File: config.mk
export PLATFORM = sky130hd
export DESIGN_NAME = utf8_decode_display_width_top
export DESIGN_NICKNAME = d
export VERILOG_FILES = /design/src/sv/uddw_pkg.sv /design/src/sv/uddw_ctrl.sv /design/src/sv/uddw_datapath.sv /design/src/sv/utf8_decode_display_width_top.sv
export SDC_FILE = /design/constraint.sdc
export NUM_CORES = 1
export LEC_CHECK = 0
export BUFFER_PORTS_ARGS = -buffer_cell sky130_fd_sc_hd__buf_2
export CAP_MARGIN = 20
export CORE_ASPECT_RATIO = 1.25
export CORE_MARGIN = 4
export CORE_UTILIZATION = 50
export DETAILED_ROUTE_END_ITERATION = 6
export PLACE_DENSITY = 0.8
export SLEW_MARGIN = 40
export SYNTH_ARGS = -nofsm -noshare
export SYNTH_HDL_FRONTEND = slang
export SYNTH_HIERARCHICAL = 1
export SYNTH_SLANG_ARGS = --single-unit
File: constraint.sdc
create_clock -name clock -period 6.3 [get_ports clock]
set_input_delay 0.63 -clock clock [delete_from_list [all_inputs] [get_ports clock]]
set_output_delay 0.63 -clock clock [all_outputs]
set_load 0.02 [all_outputs]
File: src/sv/uddw_pkg.sv
// ----------------------------------------------------------------------------
// UTF-8 decoder with display width: shared package
// Types, codes and decode helpers used by the controller and the datapath.
// ----------------------------------------------------------------------------
package uddw_pkg;

   typedef logic [2:0] kind_type;

   localparam kind_type KIND_REPL  = 3'd0;
   localparam kind_type KIND_HELD0 = 3'd1;
   localparam kind_type KIND_HELD1 = 3'd2;
   localparam kind_type KIND_BYTE  = 3'd3;
   localparam kind_type KIND_SEQ   = 3'd4;

   localparam logic [20:0] REPLACEMENT_CP = 21'd63;
   localparam logic [7:0]  TAB_BYTE       = 8'h09;
   localparam logic [7:0]  NEWLINE_BYTE   = 8'h0A;

   typedef struct packed {
      logic accept_ready;
      logic emit;
      logic use_rem;
      logic div_start;
      logic div_step;
   } ctl_cmd_type;

   typedef struct packed {
      logic req_valid;
      logic new_has_results;
      logic slot_is_tab;
      logic slot_last;
      logic out_free;
      logic div_done;
   } dp_status_type;

   function automatic logic [2:0] seq_length(input logic [7:0] b);
      logic [2:0] len;
      if (b[7] == 1'b0) begin
         len = 3'd1;
      end else if (b[7:5] == 3'b110) begin
         len = 3'd2;
      end else if (b[7:4] == 4'b1110) begin
         len = 3'd3;
      end else if (b[7:3] == 5'b11110) begin
         len = 3'd4;
      end else begin
         len = 3'd1;
      end
      return len;
   endfunction

   function automatic logic [1:0] glyph_width(input logic [20:0] cp);
      logic [1:0] w;
      if (cp < 21'd32) begin
         w = 2'd0;
      end else if ((cp >= 21'h01100 && cp <= 21'h0115F) ||
                   (cp >= 21'h02E80 && cp <= 21'h09FFF) ||
                   (cp >= 21'h0AC00 && cp <= 21'h0D7AF) ||
                   (cp >= 21'h0F900 && cp <= 21'h0FAFF) ||
                   (cp >= 21'h0FE10 && cp <= 21'h0FE1F) ||
                   (cp >= 21'h0FE30 && cp <= 21'h0FE6F) ||
                   (cp >= 21'h0FF00 && cp <= 21'h0FF60) ||
                   (cp >= 21'h0FFE0 && cp <= 21'h0FFE6) ||
                   (cp >= 21'h20000 && cp <= 21'h2FFFF)) begin
         w = 2'd2;
      end else begin
         w = 2'd1;
      end
      return w;
   endfunction

endpackage

File: src/sv/uddw_ctrl.sv
// ----------------------------------------------------------------------------
// UTF-8 decoder with display width: controller
// Sequences the result slots of each byte and the tab remainder unit.
// ----------------------------------------------------------------------------
module uddw_ctrl (
   input  logic                    clock,
   input  logic                    reset,
   input  uddw_pkg::dp_status_type status,
   output uddw_pkg::ctl_cmd_type   cmd
);
   import uddw_pkg::*;

   localparam logic [1:0] ST_IDLE = 2'd0;
   localparam logic [1:0] ST_RUN  = 2'd1;
   localparam logic [1:0] ST_DIV  = 2'd2;
   localparam logic [1:0] ST_TAB  = 2'd3;

   logic [1:0] state_ff;
   logic [1:0] state_in;

   always_comb begin
      cmd      = '0;
      state_in = state_ff;
      case (state_ff)
         ST_IDLE: begin
            cmd.accept_ready = 1'b1;
         end
         ST_RUN: begin
            if (status.slot_is_tab) begin
               cmd.div_start = 1'b1;
               state_in      = ST_DIV;
            end else if (status.out_free) begin
               cmd.emit = 1'b1;
               if (status.slot_last) begin
                  cmd.accept_ready = 1'b1;
                  state_in         = ST_IDLE;
               end
            end
         end
         ST_DIV: begin
            cmd.div_step = 1'b1;
            if (status.div_done) begin
               state_in = ST_TAB;
            end
         end
         ST_TAB: begin
            if (status.out_free) begin
               cmd.emit    = 1'b1;
               cmd.use_rem = 1'b1;
               if (status.slot_last) begin
                  cmd.accept_ready = 1'b1;
                  state_in         = ST_IDLE;
               end else begin
                  state_in = ST_RUN;
               end
            end
         end
         default: begin
            state_in = ST_IDLE;
         end
      endcase
      if (cmd.accept_ready && status.req_valid) begin
         state_in = status.new_has_results ? ST_RUN : ST_IDLE;
      end
   end

   always_ff @(posedge clock) begin
      if (reset) begin
         state_ff <= ST_IDLE;
      end else begin
         state_ff <= state_in;
      end
   end

endmodule

File: src/sv/uddw_datapath.sv
// ----------------------------------------------------------------------------
// UTF-8 decoder with display width: datapath
// Sequence state, result plan, column tracking, tab remainder and output word.
// ----------------------------------------------------------------------------
module uddw_datapath #(
   parameter int COLUMN_BITS = 16
) (
   input  logic                    clock,
   input  logic                    reset,
   input  logic                    req_tvalid,
   output logic                    req_tready,
   input  logic [7:0]              req_tdata,
   input  logic                    req_tlast,
   output logic                    rsp_tvalid,
   input  logic                    rsp_tready,
   output logic [47:0]             rsp_tdata,
   output logic                    rsp_tuser,
   output logic                    rsp_tlast,
   input  logic                    csr_valid,
   output logic                    csr_ready,
   input  logic [4:0]              csr_data,
   input  uddw_pkg::ctl_cmd_type   cmd,
   output uddw_pkg::dp_status_type status
);
   import uddw_pkg::*;

   localparam int CNT_W = $clog2(COLUMN_BITS + 1);

   logic                   accept;
   logic [4:0]             tab_ff;
   logic [4:0]             ts;
   logic [7:0]             lead_ff, lead_in;
   logic [2:0]             exp_ff, exp_in;
   logic [1:0]             cnt_ff, cnt_in;
   logic [7:0]             held_ff [2];
   logic                   hold_wr;
   logic                   hold_idx;
   logic [7:0]             byte_ff;
   logic [2:0]             seq_len_ff, seq_len_in;
   kind_type               plan_kind [4];
   logic [2:0]             plan_n;
   kind_type               plan_ff [4];
   logic [2:0]             plan_n_ff;
   logic [1:0]             slot_ff;
   logic [COLUMN_BITS-1:0] column_ff, column_in;
   logic [COLUMN_BITS-1:0] shift_ff;
   logic [4:0]             rem_ff, rem_in;
   logic [5:0]             rem_sh;
   logic [CNT_W-1:0]       div_cnt_ff;
   logic                   rsp_valid_ff;
   logic [47:0]            rsp_data_ff;
   logic                   rsp_user_ff, rsp_last_ff;
   logic [7:0]             b;
   logic [2:0]             blen;
   logic                   pend, cont;
   kind_type               kind;
   logic [20:0]            cp, seq_cp;
   logic [2:0]             count;
   logic                   repl, is_tab, is_nl;
   logic [4:0]             width;
   logic [COLUMN_BITS:0]   col_sum;
   logic [31:0]            col_wide;
   logic                   slot_last;

   assign csr_ready  = 1'b1;
   assign req_tready = cmd.accept_ready;
   assign accept     = req_tvalid && cmd.accept_ready;

   assign ts = (tab_ff == 5'd0) ? 5'd1 : ((tab_ff > 5'd16) ? 5'd16 : tab_ff);

   always_comb begin
      b          = req_tdata;
      blen       = seq_length(b);
      cont       = (b[7:6] == 2'b10);
      pend       = (exp_ff >= 3'd2) && (exp_ff <= 3'd4);
      lead_in    = lead_ff;
      exp_in     = exp_ff;
      cnt_in     = cnt_ff;
      seq_len_in = seq_len_ff;
      hold_wr    = 1'b0;
      hold_idx   = cnt_ff[0];
      plan_kind  = '{default: KIND_REPL};
      plan_n     = 3'd0;
      if (!pend) begin
         exp_in = 3'd0;
         if (blen == 3'd1) begin
            plan_kind[0] = KIND_BYTE;
            plan_n       = 3'd1;
         end else begin
            lead_in = b;
            exp_in  = blen;
            cnt_in  = 2'd0;
            if (req_tlast) begin
               plan_n = 3'd1;
               exp_in = 3'd0;
            end
         end
      end else if (cont) begin
         if (({1'b0, cnt_ff} + 3'd2) >= exp_ff) begin
            plan_kind[0] = KIND_SEQ;
            plan_n       = 3'd1;
            exp_in       = 3'd0;
            cnt_in       = 2'd0;
            seq_len_in   = exp_ff;
         end else begin
            hold_wr = 1'b1;
            cnt_in  = cnt_ff + 2'd1;
            if (req_tlast) begin
               plan_kind[1] = KIND_HELD0;
               plan_kind[2] = KIND_HELD1;
               plan_n       = (cnt_in == 2'd2) ? 3'd3 : 3'd2;
               exp_in       = 3'd0;
               cnt_in       = 2'd0;
            end
         end
      end else begin
         plan_kind[1] = KIND_HELD0;
         plan_kind[2] = KIND_HELD1;
         plan_n       = 3'd1 + {1'b0, cnt_ff};
         cnt_in       = 2'd0;
         exp_in       = 3'd0;
         if (blen == 3'd1) begin
            plan_kind[plan_n[1:0]] = KIND_BYTE;
            plan_n                 = plan_n + 3'd1;
         end else begin
            lead_in = b;
            exp_in  = blen;
            if (req_tlast) begin
               plan_kind[plan_n[1:0]] = KIND_REPL;
               plan_n                 = plan_n + 3'd1;
               exp_in                 = 3'd0;
            end
         end
      end
   end

   always_comb begin
      kind = plan_ff[slot_ff];
      case (seq_len_ff)
         3'd2:    seq_cp = {10'd0, lead_ff[4:0], byte_ff[5:0]};
         3'd3:    seq_cp = {5'd0, lead_ff[3:0], held_ff[0][5:0], byte_ff[5:0]};
         default: seq_cp = {lead_ff[2:0], held_ff[0][5:0], held_ff[1][5:0], byte_ff[5:0]};
      endcase
      count = 3'd1;
      repl  = 1'b0;
      case (kind)
         KIND_REPL: begin
            cp   = REPLACEMENT_CP;
            repl = 1'b1;
         end
         KIND_HELD0: cp = {13'd0, held_ff[0]};
         KIND_HELD1: cp = {13'd0, held_ff[1]};
         KIND_BYTE:  cp = {13'd0, byte_ff};
         KIND_SEQ: begin
            cp    = seq_cp;
            count = seq_len_ff;
         end
         default: begin
            cp   = REPLACEMENT_CP;
            repl = 1'b1;
         end
      endcase
      is_tab    = (kind == KIND_BYTE) && (byte_ff == TAB_BYTE);
      is_nl     = (kind == KIND_BYTE) && (byte_ff == NEWLINE_BYTE);
      width     = cmd.use_rem ? (ts - rem_ff) : {3'd0, glyph_width(cp)};
      col_sum   = {1'b0, column_ff} + (COLUMN_BITS + 1)'(width);
      if (is_nl) begin
         column_in = '0;
      end else if (col_sum[COLUMN_BITS]) begin
         column_in = '1;
      end else begin
         column_in = col_sum[COLUMN_BITS-1:0];
      end
      col_wide  = 32'(column_ff);
      slot_last = (({1'b0, slot_ff} + 3'd1) == plan_n_ff);
      rem_sh    = {rem_ff, shift_ff[COLUMN_BITS-1]};
      rem_in    = (rem_sh >= {1'b0, ts}) ? 5'(rem_sh - {1'b0, ts}) : rem_sh[4:0];
   end

   always_comb begin
      status.req_valid       = req_tvalid;
      status.new_has_results = (plan_n != 3'd0);
      status.slot_is_tab     = is_tab;
      status.slot_last       = slot_last;
      status.out_free        = !rsp_valid_ff || rsp_tready;
      status.div_done        = (div_cnt_ff == CNT_W'(1));
   end

   always_ff @(posedge clock) begin
      if (reset) begin
         tab_ff       <= 5'd4;
         lead_ff      <= '0;
         exp_ff       <= '0;
         cnt_ff       <= '0;
         column_ff    <= '0;
         plan_n_ff    <= '0;
         slot_ff      <= '0;
         div_cnt_ff   <= '0;
         rsp_valid_ff <= 1'b0;
      end else begin
         if (csr_valid) begin
            tab_ff <= csr_data;
         end
         if (accept) begin
            lead_ff   <= lead_in;
            exp_ff    <= exp_in;
            cnt_ff    <= cnt_in;
            plan_n_ff <= plan_n;
            slot_ff   <= 2'd0;
         end else if (cmd.emit) begin
            slot_ff <= slot_ff + 2'd1;
         end
         if (cmd.emit) begin
            column_ff <= column_in;
         end
         if (cmd.div_start) begin
            div_cnt_ff <= CNT_W'(COLUMN_BITS);
         end else if (cmd.div_step) begin
            div_cnt_ff <= div_cnt_ff - CNT_W'(1);
         end
         if (cmd.emit) begin
            rsp_valid_ff <= 1'b1;
         end else if (rsp_tready) begin
            rsp_valid_ff <= 1'b0;
         end
      end
   end

   always_ff @(posedge clock) begin
      if (accept) begin
         byte_ff    <= req_tdata;
         seq_len_ff <= seq_len_in;
         plan_ff    <= plan_kind;
         if (hold_wr) begin
            held_ff[hold_idx] <= req_tdata;
         end
      end
      if (cmd.div_start) begin
         shift_ff <= column_ff;
         rem_ff   <= 5'd0;
      end else if (cmd.div_step) begin
         shift_ff <= {shift_ff[COLUMN_BITS-2:0], 1'b0};
         rem_ff   <= rem_in;
      end
      if (cmd.emit) begin
         rsp_data_ff <= {3'd0, col_wide[15:0], width, count, cp};
         rsp_user_ff <= repl;
         rsp_last_ff <= slot_last;
      end
   end

   assign rsp_tvalid = rsp_valid_ff;
   assign rsp_tdata  = rsp_data_ff;
   assign rsp_tuser  = rsp_user_ff;
   assign rsp_tlast  = rsp_last_ff;

endmodule

File: src/sv/utf8_decode_display_width_top.sv
// ----------------------------------------------------------------------------
// UTF-8 decoder with display width: top level
// A byte that yields no result is taken and the block stays ready for the next.
// One that yields results is taken, then emits one result a cycle unless stalled.
// The next byte is taken in the cycle its predecessor's last result is loaded.
// A tab first runs the bit-serial column remainder, holding back its result.
// Synchronous reset clears the sequence state, the column and tab_stop (4).
// ----------------------------------------------------------------------------
module utf8_decode_display_width_top #(
   parameter int COLUMN_BITS = 16
) (
   input  logic        clock,
   input  logic        reset,
   input  logic        req_tvalid,
   output logic        req_tready,
   input  logic [7:0]  req_tdata,   // text_byte
   input  logic        req_tlast,   // final_byte
   output logic        rsp_tvalid,
   input  logic        rsp_tready,
   output logic [47:0] rsp_tdata,   // code_point, byte_count, display_width, start_column
   output logic        rsp_tuser,   // replaced
   output logic        rsp_tlast,   // last_of_run
   input  logic        csr_valid,
   output logic        csr_ready,
   input  logic [4:0]  csr_data     // tab_stop
);
   import uddw_pkg::*;

   ctl_cmd_type   cmd;
   dp_status_type status;

   uddw_ctrl u_ctrl (
      .clock  (clock),
      .reset  (reset),
      .status (status),
      .cmd    (cmd)
   );

   uddw_datapath #(
      .COLUMN_BITS (COLUMN_BITS)
   ) u_datapath (
      .clock      (clock),
      .reset      (reset),
      .req_tvalid (req_tvalid),
      .req_tready (req_tready),
      .req_tdata  (req_tdata),
      .req_tlast  (req_tlast),
      .rsp_tvalid (rsp_tvalid),
      .rsp_tready (rsp_tready),
      .rsp_tdata  (rsp_tdata),
      .rsp_tuser  (rsp_tuser),
      .rsp_tlast  (rsp_tlast),
      .csr_valid  (csr_valid),
      .csr_ready  (csr_ready),
      .csr_data   (csr_data),
      .cmd        (cmd),
      .status     (status)
   );

endmodule

==> reports/summary.txt <==
R2R Path Start: u_datapath/slot_ff[0]
placed instance area: 8480 µm²
fin nets: 886
fin area: 9020 µm²
Placeable Area: 15,600 µm²
top-count cell post-synth: edfxtp_1
pwr/cell area: 270 nW/µm²
min Tclk post-route: 5.65 ns
crit-path max cell delay: 0.69 ns
status: finished clean
total CTS buffers: 17
Hold-fix buffers, CTS: 0
buffers and inverters on the worst path: 0
Post-Syn Area: 7980 µm²
n_diodes: 0
initial core utilization: 51.0%
fillers: 1,282
post_cts resized: 0
CTS H-tree lvls: 4
critical path, cell by cell: mux4_2, mux2_4, a222oi_1, nor4_1, a211o_1, a2111oi_4, a32o_1, ha_1, fa_1, a21o_1, a21oi_1, nor2b_1, o2111a_1, nand3_1, nor2_1, o21ai_0, a21oi_1
sequential-to-total area share from yosys stat: 48.8%
Die W: 121 µm
Syn Area/Cell: 10.3 µm²
critical path capture point type: flip-flop
TritonCTS clock tree: built
Vias: 6,291
Hold Path Class: in -> reg
first drt pass iteration count: 6
Synth top cells by count: edfxtp_1 (97), nand2_1 (70), nor2_1 (57)
fmax: 177 MHz
Final ANT Viol Nets: 0
dpl hpwl: 13,200 µm
root buf cell: clkbuf_16
Worst EP arrival: 5.99 ns
Clk pwr share: 37.9%
Max-Cap Viols: 0
Site Rows: 51
critical path class: reg -> reg
number of global-route vias before repair: 6,027
# IOs: 72
Cells after Synth: 773
clock buffer depth: 2
Die Y: 149 µm
cell family with most CP delay: compound AO/OA/AOI/OAI gates
Switching Fraction: 28.9%
#FFs+latches synth: 146
cell mode on critical path: a21oi_1
share of the cycle needed by the critical path after routing: 89.6%
Clock Skew: 0.0104 ns
leakage power: 3.30 nW
Main synth FF type: edfxtp_1
die area: 18,100 µm²
total negative slack: 0 ns
clk_lat worst skew: 0.43 ns
DR iter-0 viols: 785
number of synthesized flops with an enable pin: 97
gp weighted congestion: 0.951
RSZ-0062 raised after global routing: false
antenna violations before repair: 1
Final Slew Violations: 0
YS warnings: 6
Final Hold Fails: 0
P_int: 1.73 mW
Area contributors post-synth: edfxtp_1 (37%), dfxtp_1 (12%), ha_1 (4.5%)
Yosys top cell by area: edfxtp_1
Distinct cells, synth: 81
Rel. slew slack: 47.1%
Placed Cells incl. Taps: 1,028
Detailed Route WL: 18,500 µm
Worst IR Drop VDD: 0.000181 V
net load switching power: 0.703 mW
Yosys top cell area share: 36.5%
element type at the critical path start: flip-flop
routed vias/inst: 5.93
largest net degree at the start of global routing: 57
global-route wire length before repair: 30,300 µm
HP Start: csr_data[2]
register share of total power: 46.5%
post-CTS setup buffer count: 0
gr ovfl total: 0
port bufs: 67
GRT Util Overall: 21.1%
crit path from: u_datapath/slot_ff[0]
Power Total: 2.43 mW
FFs w/ async S/R, synth: 0%
Layout area overhead: 13.0%
final-report setup violation count: 0
CTS sink count: 146
Clock transition at path regs: 0.06 ns
CP max stage cell: dfxtp_1
Post-Layout Cell Count: 1,060
drt drc: 0
worst slew pin tran: 0.791 ns
routed len/inst: 17.5 µm
required time worst endpoint: 6.65 ns
share of cells above drive strength 1: 18.6%
Logic pwr share: 15.7%
CP Max Fanout: 15
tightest hold or removal path, stage by stage:
cell	delay, ns
buf_2	0.07
mux2i_1	0.06
nand2_1	0.06
per-layer routing:
| layer | track usage, % | up-vias | routed length [µm] |
|---|---|---|---|
| met4 | 9.92 | 2 | 632 |
| met5 | 0 | - | 7 |
| met3 | 5.50 | 57 | 1340 |
| li1 | - | 2994 | - |
| met2 | 34.8 | 276 | 9020 |
| met1 | 25.9 | 2962 | 7500 |
power by group through the flow:
stage	Combinational [mW]	Clock, mW	Sequential, mW
final	0.381	0.921	1.13
after global routing	0.416	0.986	1.14
after CTS	0.379	0.938	1.13
after detailed placement	0.377	0	1.15
after global placement	0.373	0	1.15
after floorplan	0.225	0	1.19
placed cells by master, fill, tap and decap left out, types with 9 or more instances in the layout:
cell type / n
nor3_1: 20
dfxtp_1: 49
nor4_1: 11
mux2_2: 26
nand2b_1: 11
nand3_1: 16
mux2i_1: 14
nor2_1: 57
a21o_1: 9
buf_2: 66
xnor2_1: 12
ha_1: 29
clkbuf_16: 17
and2_1: 10
buf_4: 10
and3_1: 10
edfxtp_1: 97
a21oi_1: 54
inv_1: 40
o21ai_0: 48
nor2b_1: 12
nand2_1: 70
layout make-up:
class                           count  area, µm²  area share (%)
Sequential cell                   146       3890            43.2
Multi-Input combinational cell    552       3760            41.7
Clock buffer                       19        433            4.80
Timing Repair Buffer               76        405            4.49
Tap cell                          212        265            2.94
Inverter                           42        158            1.75
Clock inverter                     13        105            1.17
worst paths after layout:
path	slack (ns)	endpoint	cells after the start
worst max-delay path	0.65	u_datapath/column_ff[3]	17
worst min-delay path	0.43	u_datapath/tab_ff[2]	3
worst max register to register	0.65	u_datapath/column_ff[3]	17
worst min register to register	0.47	u_datapath/plan_n_ff[2]	2
sequential cells by signal (all words and copies together) (netlist names):
name                   cells
u_datapath/plan_ff         7
u_ctrl/state_ff            2
u_datapath/rsp_tuser       1
u_datapath/plan_n_ff       3
u_datapath/column_ff      16
u_datapath/exp_ff          3
u_datapath/slot_ff         2
u_datapath/shift_ff       16
u_datapath/rsp_tlast       1
u_datapath/lead_ff         5
u_datapath/seq_len_ff      3
u_datapath/rem_ff          5
u_datapath/rsp_tdata      45
u_datapath/tab_ff          5
u_datapath/held_ff        16
u_datapath/div_cnt_ff      5
u_datapath/byte_ff         8
u_datapath/cnt_ff          2
u_datapath/rsp_tvalid      1
kinds of logic after synthesis:
logic type	Yosys count	synth area share, %
flops	146	48.8
other cells	2	0.0941
buf+inv	77	4.23
mux	43	6.02
compound gates	184	15.1
simple gates	269	18.2
xor+xnor	20	2.20
fa+ha+maj	32	5.30
stage by stage:
step | utilization (%) | hold slack [ns] | worst slack, ns
floorplan | - | 0.448 | 1.69
global placement | 54.2 | 0.459 | 0.963
detailed placement | 54.2 | 0.461 | 0.819
CTS | 57.7 | 0.409 | 0.745
global route | 57.7 | 0.439 | 0.295
finish | 57.7 | 0.426 | 0.654
Power figures use the tool's default switching activity.
